<file path="src/hw/rtl/i2c_register_read_sequencer_macros.svh">
// Assertion helpers used by the sequencer core (i2c_rrs_core.sv).
`ifndef I2C_REGISTER_READ_SEQUENCER_MACROS_SVH
`define I2C_REGISTER_READ_SEQUENCER_MACROS_SVH

`ifndef ASSERT_OFF

// Property checked on every rising edge, ignored while reset is held.
`define RRS_ASSERT(label, clk, rst_n, prop, msg) \
  label: assert property (@(posedge clk) disable iff (!rst_n) prop) else $error(msg);

// Condition that must never be seen outside reset.
`define RRS_NEVER(label, clk, rst_n, cond, msg) \
  label: assert property (@(posedge clk) disable iff (!rst_n) !(cond)) else $error(msg);

`else

`define RRS_ASSERT(label, clk, rst_n, prop, msg)
`define RRS_NEVER(label, clk, rst_n, cond, msg)

`endif

`endif

</file>
<file path="src/hw/rtl/i2c_rrs_pkg.sv">
`timescale 1ns / 1ps

package i2c_rrs_pkg;

  localparam int unsigned InDataW  = 32;
  localparam int unsigned OutDataW = 40;

  typedef enum logic {
    FUNC_START = 1'b0,
    FUNC_EVENT = 1'b1
  } func_t;

  typedef enum logic [1:0] {
    ACK_NONE = 2'd0,
    ACK_ACK  = 2'd1,
    ACK_NACK = 2'd2
  } ack_t;

  typedef enum logic [2:0] {
    PH_IDLE    = 3'd0,
    PH_SENDREG = 3'd1,
    PH_RESTART = 3'd2,
    PH_DUMMY   = 3'd3,
    PH_READING = 3'd4
  } phase_t;

  typedef struct packed {
    func_t      func;
    logic [6:0] slave_addr;
    logic [7:0] start_reg;
    logic [7:0] read_len;
    logic [7:0] rx_byte;
  } in_item_t;

  typedef struct packed {
    logic       accepted;
    logic       start_cond;
    logic       restart_cond;
    logic       send_valid;
    logic [7:0] send_byte;
    logic       receive_mode;
    ack_t       ack_ctrl;
    logic       stop_cond;
    logic       data_valid;
    logic [7:0] data_byte;
    logic [7:0] data_index;
    logic       busy_now;
  } res_t;

endpackage

</file>
<file path="src/hw/rtl/i2c_register_read_sequencer.sv">
`timescale 1ns / 1ps
// I2C burst register read sequencer. Each input beat is either a read request
// (tuser 0: slave address, first register, length) or a byte-complete event from
// the bus controller (tuser 1, with the received byte); each beat yields exactly
// one result beat telling the controller what to do next (START, send byte,
// repeated START, switch to receive, ACK/NACK, STOP) and delivering received
// bytes with their index. tlast marks the beat that drives STOP. A request is
// refused (accepted = 0) while a burst is running or when the length is zero.
// One beat per clock is sustained while out_tready does not stall the output; a
// beat is captured in an input register, passes the combinational sequencer
// logic and is then loaded into the output register as the result beat.

module i2c_register_read_sequencer (
  input  logic                             clk,
  input  logic                             rst_n,
  input  logic                             in_tvalid,
  output logic                             in_tready,
  // slave_addr[6:0], start_reg[14:7], read_len[22:15], rx_byte[30:23], zero pad
  input  logic [i2c_rrs_pkg::InDataW-1:0]  in_tdata,
  // func[0]
  input  logic                             in_tuser,
  output logic                             out_tvalid,
  input  logic                             out_tready,
  // accepted[0], start_cond[1], restart_cond[2], send_valid[3], send_byte[11:4],
  // receive_mode[12], ack_ctrl[14:13], data_valid[15], data_byte[23:16],
  // data_index[31:24], busy_now[32], zero pad
  output logic [i2c_rrs_pkg::OutDataW-1:0] out_tdata,
  // stop_cond
  output logic                             out_tlast
);
  import i2c_rrs_pkg::*;

  logic     item_valid;
  in_item_t item;
  logic     out_ready;
  logic     step;
  res_t     res;

  // advance when a held beat meets room in the output register
  assign step = item_valid && out_ready;

  i2c_rrs_in_stage u_in (
    .clk       (clk),
    .rst_n     (rst_n),
    .in_tvalid (in_tvalid),
    .in_tready (in_tready),
    .in_tdata  (in_tdata),
    .in_tuser  (in_tuser),
    .take_i    (step),
    .valid_o   (item_valid),
    .item_o    (item)
  );

  i2c_rrs_core u_core (
    .clk    (clk),
    .rst_n  (rst_n),
    .step_i (step),
    .item_i (item),
    .res_o  (res)
  );

  i2c_rrs_out_stage u_out (
    .clk        (clk),
    .rst_n      (rst_n),
    .load_i     (step),
    .res_i      (res),
    .ready_o    (out_ready),
    .out_tvalid (out_tvalid),
    .out_tready (out_tready),
    .out_tdata  (out_tdata),
    .out_tlast  (out_tlast)
  );

endmodule

</file>
<file path="src/hw/rtl/i2c_rrs_in_stage.sv">
`timescale 1ns / 1ps

module i2c_rrs_in_stage (
  input  logic                           clk,
  input  logic                           rst_n,
  input  logic                           in_tvalid,
  output logic                           in_tready,
  // slave_addr[6:0], start_reg[14:7], read_len[22:15], rx_byte[30:23], zero pad
  input  logic [i2c_rrs_pkg::InDataW-1:0] in_tdata,
  // func[0]
  input  logic                           in_tuser,
  input  logic                           take_i,
  output logic                           valid_o,
  output i2c_rrs_pkg::in_item_t          item_o
);
  import i2c_rrs_pkg::*;

  logic     valid_r;
  in_item_t item_r;

  assign in_tready = !valid_r || take_i;
  assign valid_o   = valid_r;
  assign item_o    = item_r;

  always_ff @(posedge clk) begin
    if (!rst_n) begin
      valid_r <= 1'b0;
    end else if (in_tvalid && in_tready) begin
      valid_r <= 1'b1;
    end else if (take_i) begin
      valid_r <= 1'b0;
    end
  end

  // hold the beat until the core takes it
  always_ff @(posedge clk) begin
    if (in_tvalid && in_tready) begin
      item_r.func       <= func_t'(in_tuser);
      item_r.slave_addr <= in_tdata[6:0];
      item_r.start_reg  <= in_tdata[14:7];
      item_r.read_len   <= in_tdata[22:15];
      item_r.rx_byte    <= in_tdata[30:23];
    end
  end

endmodule

</file>
<file path="src/hw/rtl/i2c_rrs_core.sv">
`timescale 1ns / 1ps
`include "i2c_register_read_sequencer_macros.svh"

module i2c_rrs_core (
  input  logic                  clk,
  input  logic                  rst_n,
  input  logic                  step_i,
  input  i2c_rrs_pkg::in_item_t item_i,
  output i2c_rrs_pkg::res_t     res_o
);
  import i2c_rrs_pkg::*;

  phase_t     phase_r, phase_nxt;
  logic [6:0] target_addr_r, target_addr_nxt;
  logic [7:0] register_addr_r, register_addr_nxt;
  logic [7:0] burst_length_r, burst_length_nxt;
  logic [7:0] byte_position_r, byte_position_nxt;

  logic       req_ok;
  logic       last_byte;
  logic       arm_nack;
  logic [7:0] len_m1;
  logic [7:0] len_m2;

  assign len_m1    = burst_length_r - 8'd1;
  assign len_m2    = burst_length_r - 8'd2;
  assign req_ok    = (phase_r == PH_IDLE) && (item_i.read_len != 8'd0);
  assign last_byte = (burst_length_r == 8'd0) || (byte_position_r >= len_m1);
  assign arm_nack  = (burst_length_r >= 8'd2) && (byte_position_r == len_m2);

  // next state
  always_comb begin
    phase_nxt         = phase_r;
    target_addr_nxt   = target_addr_r;
    register_addr_nxt = register_addr_r;
    burst_length_nxt  = burst_length_r;
    byte_position_nxt = byte_position_r;
    if (item_i.func == FUNC_START) begin
      if (req_ok) begin
        target_addr_nxt   = item_i.slave_addr;
        register_addr_nxt = item_i.start_reg;
        burst_length_nxt  = item_i.read_len;
        byte_position_nxt = 8'd0;
        phase_nxt         = PH_SENDREG;
      end
    end else begin
      unique case (phase_r)
        PH_SENDREG: phase_nxt = PH_RESTART;
        PH_RESTART: phase_nxt = PH_DUMMY;
        PH_DUMMY:   phase_nxt = PH_READING;
        PH_READING: begin
          if (last_byte) begin
            phase_nxt = PH_IDLE;
          end else begin
            byte_position_nxt = byte_position_r + 8'd1;
          end
        end
        default:    phase_nxt = PH_IDLE;
      endcase
    end
  end

  // result fields
  always_comb begin
    res_o          = '0;
    res_o.ack_ctrl = ACK_NONE;
    if (item_i.func == FUNC_START) begin
      if (req_ok) begin
        res_o.accepted   = 1'b1;
        res_o.start_cond = 1'b1;
        res_o.send_valid = 1'b1;
        res_o.send_byte  = {item_i.slave_addr, 1'b0};
      end
    end else begin
      unique case (phase_r)
        PH_SENDREG: begin
          res_o.send_valid = 1'b1;
          res_o.send_byte  = register_addr_r;
        end
        PH_RESTART: begin
          res_o.restart_cond = 1'b1;
          res_o.send_valid   = 1'b1;
          res_o.send_byte    = {target_addr_r, 1'b1};
        end
        PH_DUMMY: begin
          res_o.receive_mode = 1'b1;
          res_o.ack_ctrl     = (burst_length_r == 8'd1) ? ACK_NACK : ACK_ACK;
        end
        PH_READING: begin
          res_o.ack_ctrl   = arm_nack ? ACK_NACK : ACK_NONE;
          res_o.data_valid = 1'b1;
          res_o.data_byte  = item_i.rx_byte;
          res_o.data_index = byte_position_r;
          res_o.stop_cond  = last_byte;
        end
        default: ;
      endcase
    end
    res_o.busy_now = (phase_nxt != PH_IDLE);
  end

  always_ff @(posedge clk) begin
    if (!rst_n) begin
      phase_r         <= PH_IDLE;
      target_addr_r   <= '0;
      register_addr_r <= '0;
      burst_length_r  <= '0;
      byte_position_r <= '0;
    end else if (step_i) begin
      phase_r         <= phase_nxt;
      target_addr_r   <= target_addr_nxt;
      register_addr_r <= register_addr_nxt;
      burst_length_r  <= burst_length_nxt;
      byte_position_r <= byte_position_nxt;
    end
  end

  `RRS_ASSERT(a_accept_loads, clk, rst_n, (step_i && res_o.accepted) |=> (phase_r == PH_SENDREG && byte_position_r == 8'd0), "accepted request did not load the sequence")
  `RRS_ASSERT(a_stop_ends, clk, rst_n, (step_i && res_o.stop_cond) |=> (phase_r == PH_IDLE), "stop did not end the burst")
  `RRS_NEVER(a_pos_in_range, clk, rst_n, (phase_r == PH_READING) && (burst_length_r == 8'd0 || byte_position_r >= burst_length_r), "byte position outside the burst")
  `RRS_NEVER(a_stop_needs_data, clk, rst_n, step_i && res_o.stop_cond && !res_o.data_valid, "stop without a data byte")

endmodule

</file>
<file path="src/hw/rtl/i2c_rrs_out_stage.sv">
`timescale 1ns / 1ps

module i2c_rrs_out_stage (
  input  logic                             clk,
  input  logic                             rst_n,
  input  logic                             load_i,
  input  i2c_rrs_pkg::res_t                res_i,
  output logic                             ready_o,
  output logic                             out_tvalid,
  input  logic                             out_tready,
  // accepted[0], start_cond[1], restart_cond[2], send_valid[3], send_byte[11:4],
  // receive_mode[12], ack_ctrl[14:13], data_valid[15], data_byte[23:16],
  // data_index[31:24], busy_now[32], zero pad
  output logic [i2c_rrs_pkg::OutDataW-1:0] out_tdata,
  // stop_cond
  output logic                             out_tlast
);
  import i2c_rrs_pkg::*;

  logic valid_r;
  res_t res_r;

  assign ready_o    = !valid_r || out_tready;
  assign out_tvalid = valid_r;
  assign out_tlast  = res_r.stop_cond;
  assign out_tdata  = {7'd0, res_r.busy_now, res_r.data_index, res_r.data_byte,
                       res_r.data_valid, res_r.ack_ctrl, res_r.receive_mode,
                       res_r.send_byte, res_r.send_valid, res_r.restart_cond,
                       res_r.start_cond, res_r.accepted};

  always_ff @(posedge clk) begin
    if (!rst_n) begin
      valid_r <= 1'b0;
    end else if (load_i) begin
      valid_r <= 1'b1;
    end else if (out_tready) begin
      valid_r <= 1'b0;
    end
  end

  always_ff @(posedge clk) begin
    if (load_i) begin
      res_r <= res_i;
    end
  end

endmodule
</file>
<file path="config.mk">
export PLATFORM = sky130hd
export DESIGN_NAME = i2c_register_read_sequencer
export DESIGN_NICKNAME = d
export VERILOG_FILES = /design/src/hw/rtl/i2c_rrs_pkg.sv /design/src/hw/rtl/i2c_register_read_sequencer.sv /design/src/hw/rtl/i2c_rrs_in_stage.sv /design/src/hw/rtl/i2c_rrs_core.sv /design/src/hw/rtl/i2c_rrs_out_stage.sv
export VERILOG_INCLUDE_DIRS = /design/src /design/src/hw/rtl
export SDC_FILE = /design/constraint.sdc
export NUM_CORES = 1
export LEC_CHECK = 0
export BUFFER_PORTS_ARGS = -buffer_cell sky130_fd_sc_hd__buf_2
export CORE_UTILIZATION = 50
export CTS_CLUSTER_SIZE = 16
export DETAILED_ROUTE_END_ITERATION = 10
export GPL_ROUTABILITY_DRIVEN = 0
export PLACE_DENSITY = 0.78
export REMOVE_ABC_BUFFERS = 1
export SLEW_MARGIN = 20
export SYNTH_ARGS = -nofsm -noshare
export SYNTH_HDL_FRONTEND = slang
export SYNTH_SLANG_ARGS = --single-unit
</file>
<file path="constraint.sdc">
create_clock -name clk -period 3.9 [get_ports clk]
set_input_delay 0.195 -clock clk [delete_from_list [all_inputs] [get_ports clk]]
set_output_delay 0.195 -clock clk [all_outputs]
set_load 0.01 [all_outputs]
</file>
Yosys cells after proc, flatten, opt, wreduce, memory -nomap -nowiden
Index checks and enable logic that the tools add are counted.
{"block": "op_classes", "addsub": 3, "n_lt_le_gt_ge": 2, "n_eq_ne": 8, "muxes": 22, "bitwise": 1, "n_reduce_logical": 19}
{"operator": "2-to-1 mux 8 bit", "count": 4}
{"operator": "2-to-1 mux 9 bit", "count": 2}
{"operator": "case mux 9 bit (2 select lines)", "count": 1}
{"operator": "2-to-1 mux 17 bit", "count": 1}
{"operator": "case mux 3 bit (4 select lines)", "count": 1}
{"operator": "2-to-1 mux 3 bit", "count": 3}
{"operator": "adder 8 x 1 -> 8 bit, second input constant", "count": 1}
{"operator": "equality test 8 x 1 -> 1 bit, second input constant", "count": 1}
{"operator": "equality test 8 bit", "count": 1}
{"operator": "greater-or-equal comparator 8 x 2 -> 1 bit, second input constant", "count": 1}
{"operator": "greater-or-equal comparator 8 bit", "count": 1}
{"operator": "zero test 8 bit", "count": 1}
{"operator": "nonzero test 8 bit", "count": 1}
{"operator": "subtractor 8 x 1 -> 8 bit, second input constant", "count": 1}
{"operator": "subtractor 8 x 2 -> 8 bit, second input constant", "count": 1}
{"operator": "equality test 3 x 2 -> 1 bit, second input constant", "count": 2}
{"operator": "2-to-1 mux 1 bit", "count": 6}
{"operator": "2-to-1 mux 2 bit", "count": 3}
{"operator": "nonzero test 2 bit", "count": 3}
{"operator": "logical AND 1 bit", "count": 4}
{"operator": "case mux 2 bit (2 select lines)", "count": 1}
{"operator": "AND reduction 4 bit", "count": 1}
{"operator": "equality test 3 x 1 -> 1 bit, second input constant", "count": 1}
{"operator": "equality test 3 bit, second input constant", "count": 1}
{"operator": "9 further kinds", "count": 12}
{"block": "totals", "ff_bits": 102, "input_bits": 37, "word_cells": 79}

Depth between registers and ports, before layout
Gate-level depths: netlist of run 1.
{"block": "logic_depth", "depth_word": 7, "depth_mapped": 11, "ltp_nobuf": 11}

Cells and area by module
From an unflattened synthesis of run 1, not the netlist that was laid out.
{"block": "unflattened", "hier_cells": 383, "hier_area_um2": 4464.3}
{"mod": "i2c_rrs_core", "n_inst": 1, "cells_each": 299, "area_per_inst_um2": 2313.5}
{"mod": "i2c_rrs_out_stage", "n_inst": 1, "cells_each": 46, "area_per_inst_um2": 1126.1}
{"mod": "i2c_rrs_in_stage", "n_inst": 1, "cells_each": 37, "area_per_inst_um2": 1018.5}
{"mod": "i2c_register_read_sequencer", "n_inst": 1, "cells_each": 1, "area_per_inst_um2": 6.3}

Worst setup path before layout of run 1
Ideal clock, no wire load.
{"block": "synth_timing", "path_kind": "register to register", "startpoint": "register u_out.valid_r, in the netlist u_out.out_tvalid", "endpoint": "register u_core.phase_r[1]", "setup_time_ns": 0.076, "arrival_ns": 2.962, "required_time_ns": 3.824, "slack_ns": 0.862, "path_stages_with_launch": 6, "path_buffers": 0, "period_less_slack_ns": 3.038, "path_cell_list": "dfxtp_1 -> nor2b_1 -> nor2_1 -> nand2_1 -> or4b_1 -> a21boi_0"}
{"block": "synth_via", "elab_chain_cells": 3}
{"element": "start, declared", "line": "i2c_rrs_out_stage.sv:20", "rtl": "logic valid_r;"}
{"element": "start signal, assigned", "line": "i2c_rrs_out_stage.sv:33", "rtl": "valid_r <= 1'b0;"}
{"element": "start signal, assigned", "line": "i2c_rrs_out_stage.sv:35", "rtl": "valid_r <= 1'b1;"}
{"element": "start signal, assigned", "line": "i2c_rrs_out_stage.sv:37", "rtl": "valid_r <= 1'b0;"}
{"element": "zero test 1 bit", "line": "i2c_rrs_out_stage.sv:23", "rtl": "assign ready_o = !valid_r || out_tready;"}
{"element": "logical OR 1 bit", "line": "i2c_rrs_out_stage.sv:23"}
{"element": "logical AND 1 bit", "line": "i2c_register_read_sequencer.sv:40", "rtl": "assign step = item_valid && out_ready;"}
{"element": "named net step", "line": "i2c_register_read_sequencer.sv:36", "rtl": "logic step;"}
{"element": "end signal, assigned", "line": "i2c_rrs_core.sv:110", "rtl": "phase_r <= phase_nxt;"}
{"element": "end, declared", "line": "i2c_rrs_core.sv:13", "rtl": "phase_t phase_r, phase_nxt;"}
The timed path passes the listed nets, and every way through them passes these cells.
A chain may end at the register's enable or synchronous reset.

==> results.json, run 1 <==
{
  "port_buffers": 71,
  "gr-usage-all-layers_pct": 19.3,
  "reg2regPathDepth": 10,
  "startpoint_type": "flip-flop",
  "crit_required_ns": 4.11,
  "worstMarginPinSlew_ns": 0.943,
  "finalSetupTns_ns": 0,
  "wl_per_cell_um": 14.5,
  "gr-total-overflow": 0,
  "place_ws_ns": 0.731,
  "critical_path_arrival_ns": 3.44,
  "finalPower_mw": 2.11,
  "rsz0062_at_grt": "no",
  "endpoint_kind": "flip-flop",
  "synthCells": 382,
  "coreArea_um2": 8680,
  "antenna_found_initial": 0,
  "cts_tree": "built",
  "syn2layout_area_growth_pct": 18.6,
  "regToRegStartpoint": "u_core.burst_length_r[1]",
  "cts_resized": 0,
  "grt_max_degree": 33,
  "clock-root-buffer": "clkbuf_8",
  "firstDrtPassIters": 5,
  "ir_drop_uv": 218,
  "syn_area_um2": 4470,
  "grt_pass1_wl_um": 13600,
  "slew_headroom_pct": 37.1,
  "crit_end": "u_out.out_tdata[32]",
  "crit_fanout": 17,
  "rows": 34,
  "r2r-end": "u_out.out_tdata[32]",
  "layout_min_cycle_time_ns": 3.23,
  "synth_seq_cells": 101,
  "max-cap-violations": 0,
  "clk_latency_ns": 0.36,
  "hp-class": "in2reg",
  "routed_wl_um": 8420,
  "setup_viol": 0,
  "dieArea_um2": 9320,
  "synth_async_sr_flop_share_pct": 0,
  "die_h_um": 96.5,
  "startpoint": "u_core.burst_length_r[1]",
  "fillers": 694,
  "status": "finished, final reports clean",
  "grt_pass1_vias": 2965,
  "htreeDepth": 3,
  "cts_sinks": 101,
  "final_hold_viol_count": 0,
  "max_freq_mhz": 310,
  "finalWorstSetupSlack_ns": 0.673,
  "synth_flop_cell": "edfxtp_1",
  "final_core_util_pct": 61.0,
  "layout.nets": 521,
  "synth_edf_count": 65,
  "reg2reg_slack_ns": 0.67,
  "report.final.slew_viol_count": 0,
  "yosysUniqueCellTypes": 51,
  "start_util_pct": 51.5,
  "crit_type": "reg2reg",
  "cellLeakagePower_nw": 2.14,
  "ioPinCount": 80,
  "numCtsBuffers": 9,
  "via_count": 3117,
  "postSynthAreaPerCell_um2": 11.7,
  "drc": 0,
  "die_w_um": 96.5,
  "yosysSeqAreaShare_pct": 59.8,
  "powerDensity_nw_per_um2": 398,
  "drt_iter0_drc": 203,
  "diodes": 0,
  "yosysWarnings": 0,
  "dp_hpwl_um": 5490,
  "clockBufferDepth": 2,
  "finClkSkew_ns": 0.00540,
  "ant_nets": 0,
  "drive_above_1_share_pct": 20.5,
  "period_share_pct": 82.8,
  "clk_pin_slew_ns": 0.09,
  "holdWs_ns": 0.0134,
  "via_per_inst": 5.36
}
[layout make-up]
| class | instances | area, um^2 | share of cell area (%) |
|---|---|---|---|
| sequential | 101 | 2670 | 50.4 |
| multi-input combinational | 245 | 1610 | 30.4 |
| timing repair buffer | 96 | 598 | 11.3 |
| tap | 108 | 135 | 2.55 |
| clock buffer | 11 | 131 | 2.48 |
| clock inverter | 5 | 85.1 | 1.61 |
| inverter | 16 | 65.1 | 1.23 |
[synthesized netlist by cell type, types with 10 or more instances]
| master | count | area [um^2] |
|---|---|---|
| a21boi_1 | 20 | 150 |
| a21oi_1 | 11 | 55.1 |
| and2_1 | 17 | 106 |
| buf_4 | 10 | 75.1 |
| clkbuf_1 | 10 | 37.5 |
| dfxtp_1 | 36 | 721 |
| edfxtp_1 | 65 | 1950 |
| ha_1 | 15 | 188 |
| inv_1 | 15 | 56.3 |
| nand2_1 | 58 | 218 |
| nand3_1 | 12 | 60.1 |
| nor2_1 | 12 | 45.0 |
| or4_1 | 10 | 75.1 |
[placed cells by master (no fill, tap or decap), types with 12 or more instances in the layout]
cell type,synthesis,final
buf_2,5,71
edfxtp_1,65,65
dfxtp_1,36,36
inv_1,15,15
and2_1,17,17
ha_1,15,15
a21boi_1,20,20
dlygate4sd3_1,0,22
nand2_1,58,58
nand3_1,12,12
[worst min-delay path by stage]
stage / from / to / slack [ns] / cells past startpoint
floorplan: in_tdata[23] / u_in.item_o[0] / 0.29 / 0
global placement: in_tdata[18] / u_in.item_o[11] / 0.37 / 1
detailed placement: in_tdata[10] / u_in.item_o[19] / 0.37 / 1
CTS: in_tdata[20] / u_in.item_o[13] / 0.0004 / 1
global route: in_tdata[8] / u_in.item_o[17] / 0.0002 / 1
finish: in_tdata[20] / u_in.item_o[13] / 0.01 / 1
[metrics by stage]
stage,instances,area (um^2)
5_1_grt,582,5300
2_1_floorplan,362,4340
3_3_place_gp,544,4860
6_report,582,5300
3_5_place_dp,544,4860
4_1_cts,581,5290
[cells by family after synthesis]
| kind of cell | Yosys count | share of synthesized area [%] |
|---|---|---|
| AND/OR/NAND/NOR | 138 | 16.4 |
| flip-flops | 101 | 59.8 |
| AO/OA/AOI/OAI | 70 | 11.7 |
| buffers and inverters | 42 | 4.79 |
| adder cells (fa/ha/maj) | 15 | 4.20 |
| XOR/XNOR | 14 | 2.75 |
| other | 1 | 0.0840 |
| multiplexers | 1 | 0.224 |
[power breakdown]
group / internal (mW) / switching [mW] / total, mW
Combinational: 0.0845 / 0.104 / 0.188
Clock: 0.364 / 0.349 / 0.714
Sequential: 1.18 / 0.0227 / 1.21
[critical path, cell delays in order (launching register included)]
cell and delay (ns):
dfxtp_1 0.38, inv_1 0.18, ha_1 0.26, nor3b_1 0.42
nand3_1 0.15, xor2_1 0.17, ha_1 0.33, and3_1 0.20
o311a_1 0.30, or4_1 0.53, a31oi_1 0.17
[state kept, by name, summed over array words and instances, names as in the netlist]
| signal | count |
|---|---|
| u_core.phase_r | 3 |
| u_in.item_o | 32 |
| u_out.out_tdata | 32 |
| u_core.register_addr_r | 8 |
| u_out.out_tvalid | 1 |
| u_core.target_addr_r | 7 |
| u_core.byte_position_r | 8 |
| u_core.burst_length_r | 8 |
| u_out.out_tlast | 1 |
| u_in.valid_o | 1 |
[metal layers]
layer  part of all wire [%]  track usage, %
met2                     49            33.0
met5                      0               0
met4                   0.99            6.74
met3                    5.1            3.68
met1                     45            24.5
[what timing repair did]
item / CTS / global route
hold endpoints to repair: 21 / 1
setup buffers: 0 / 0
hold buffers: 21 / 1
(Power assumes the default switching activity.)
==> run 2, diff against run 1 <==
--- a/config.mk
+++ b/config.mk
@@ -11,7 +11,7 @@
 export CTS_CLUSTER_SIZE = 16
 export DETAILED_ROUTE_END_ITERATION = 10
 export GPL_ROUTABILITY_DRIVEN = 0
-export PLACE_DENSITY = 0.78
+export PLACE_DENSITY = 0.81
 export REMOVE_ABC_BUFFERS = 1
 export SLEW_MARGIN = 20
 export SYNTH_ARGS = -nofsm -noshare
==> constraint.sdc (replaced) <==
create_clock -name clk -period 2.6 [get_ports clk]
set_input_delay 0.13 -clock clk [delete_from_list [all_inputs] [get_ports clk]]
set_output_delay 0.13 -clock clk [all_outputs]
set_load 0.01 [all_outputs]
==> run 2 against run 1 <==
Compared with the run above:
- the run now ends with negative setup slack left
- clock skew increased by 0.0072 ns
- largest cell class unchanged
- sequential power grew 49%
- combinational power up 93%
- highest routed layer unchanged
- worst setup slack got worse by 0.69 ns
- critical path depth stayed put
- worst hold slack gained 0.15 ns
- via count increased by 8.7%
- routed wire length grew 16%
- first-iteration DRC count increased by 7.4%
- count of clock-buffer cells in the layout decreased by 2
- register-to-register slack worse by 0.69 ns
==> results.json, run 2 (synthesis results as in run 1) <==
{
  "finalWorstSetupSlack_ns": -0.0214,
  "drc": 0,
  "slowest_delay_ns": 0.47,
  "wl_per_cell_um": 15.7,
  "ioPinCount": 80,
  "cp_cell_sequence": "inv_2 > buf_6 > ha_4 > xnor2_1 > ha_1 > a31oi_2 > nor2b_4 > o311a_4 > or4_1 > a31oi_1",
  "clk_latency_ns": 0.38,
  "cts_sinks": 101,
  "dieArea_um2": 9320,
  "firstDrtPassIters": 6,
  "die_h_um": 96.5,
  "htreeDepth": 3,
  "syn2layout_area_growth_pct": 29.5,
  "slowest_stage": "or4_1",
  "port_buffers": 71,
  "powerDensity_nw_per_um2": 547,
  "layout.nets": 562,
  "drive_above_1_share_pct": 30.7,
  "grt_pass1_vias": 3299,
  "gr-usage-all-layers_pct": 22.4,
  "cellLeakagePower_nw": 2.37,
  "crit_type": "reg2reg",
  "via_per_inst": 5.44,
  "hp-class": "in2reg",
  "coreArea_um2": 8680,
  "max_freq_mhz": 381,
  "ant_nets": 0,
  "layout_common_cells": "buf_2 (71), edfxtp_1 (65), nand2_1 (57), dlygate4sd3_1 (33), dfxtp_1 (33)",
  "antenna_found_initial": 0,
  "violations": "negative setup slack",
  "period_share_pct": 101,
  "clk_pin_slew_ns": 0.10,
  "critical_path_arrival_ns": 2.85,
  "grt_pass1_wl_um": 15400,
  "placedInstanceArea_um2": 5060,
  "finalSetupTns_ns": -0.0372,
  "layout_min_cycle_time_ns": 2.62,
  "max-cap-violations": 0,
  "crit_fanout": 6,
  "finClkSkew_ns": 0.0126,
  "fin_area_um2": 5790,
  "via_count": 3388,
  "setup_viol": 3,
  "drt_iter0_drc": 218,
  "final_hold_viol_count": 0,
  "layout_commonest_cell": "buf_2",
  "dp_hpwl_um": 6280,
  "rsz0062_at_grt": "yes",
  "numCtsBuffers": 9,
  "report.final.slew_viol_count": 0,
  "status": "complete, but fails checks",
  "rows": 34,
  "die_w_um": 96.5,
  "clock-root-buffer": "clkbuf_8",
  "endpoint_kind": "flip-flop",
  "holdWs_ns": 0.167,
  "diodes": 0,
  "finalPower_mw": 3.17,
  "clockBufferDepth": 2,
  "crit_required_ns": 2.83,
  "ir_drop_uv": 517,
  "routed_wl_um": 9760,
  "startpoint_type": "flip-flop",
  "cts_tree": "built",
  "start_util_pct": 51.5,
  "grt_max_degree": 33,
  "gr-total-overflow": 0
}
[run 2: per-stage QoR]
step,cells,setup slack [ns],util (%)
5_1_grt,623,-0.175,66.7
3_3_place_gp,570,-0.0801,58.3
3_5_place_dp,570,-0.172,58.3
2_1_floorplan,362,-0.911,-
4_1_cts,622,-0.0302,66.2
6_report,623,-0.0214,66.7
[run 2: layer usage]
| layer | vias to the layer above | track usage [%] | wire length, um |
|---|---|---|---|
| met3 | 15 | 4.77 | 545 |
| met2 | 133 | 41.3 | 5010 |
| li1 | 1622 | - | - |
| met1 | 1618 | 25.7 | 4050 |
| met5 | - | 0 | 0 |
| met4 | 0 | 7.11 | 158 |
[run 2: where the power goes]
part	internal (mW)	switching, mW	leakage, nW
logic	0.178	0.184	1.34
clock network	0.450	0.549	0.100
registers	1.77	0.0306	0.929
total	2.40	0.763	2.37
[run 2: cell type report]
class	count	area (um^2)
inverters	16	65.1
well taps	108	135
clock buffers	9	124
repair buffers	136	930
clock inverters	7	73.8
flip-flops and latches	101	2680
multi-input cells	246	1780
fillers	672	2890
[run 2: path summary, 6_finish.rpt]
path,cells past startpoint,start,to,slack [ns]
worst max-delay path,10,u_core.burst_length_r[1],u_out.out_tdata[32],-0.02
worst min-delay path,3,out_tready,u_out.out_tvalid,0.17
worst max register to register,10,u_core.burst_length_r[1],u_out.out_tdata[32],-0.02
worst min register to register,2,u_core.register_addr_r[4],u_core.register_addr_r[4],0.46
[run 2: worst max-delay path, delay by kind of cell (launching register included)]
| family | cells | cell delay [ns] |
|---|---|---|
| XOR/XNOR | 1 | 0.18 |
| flip-flops | 1 | 0.34 |
| buffers and inverters | 2 | 0.17 |
| adder cells (fa/ha/maj) | 2 | 0.44 |
| AO/OA/AOI/OAI | 3 | 0.79 |
| AND/OR/NAND/NOR | 2 | 0.54 |
[run 2: repair_timing]
| item | in CTS | in global routing |
|---|---|---|
| resized for setup | 32 | 7 |
| gates cloned | 1 | 0 |
| pin swaps | 21 | 10 |
| hold buffers | 33 | 0 |
| endpoints found under the hold margin | 33 | 0 |
| setup buffers | 2 | 1 |
| setup endpoints to repair | 9 | 9 |
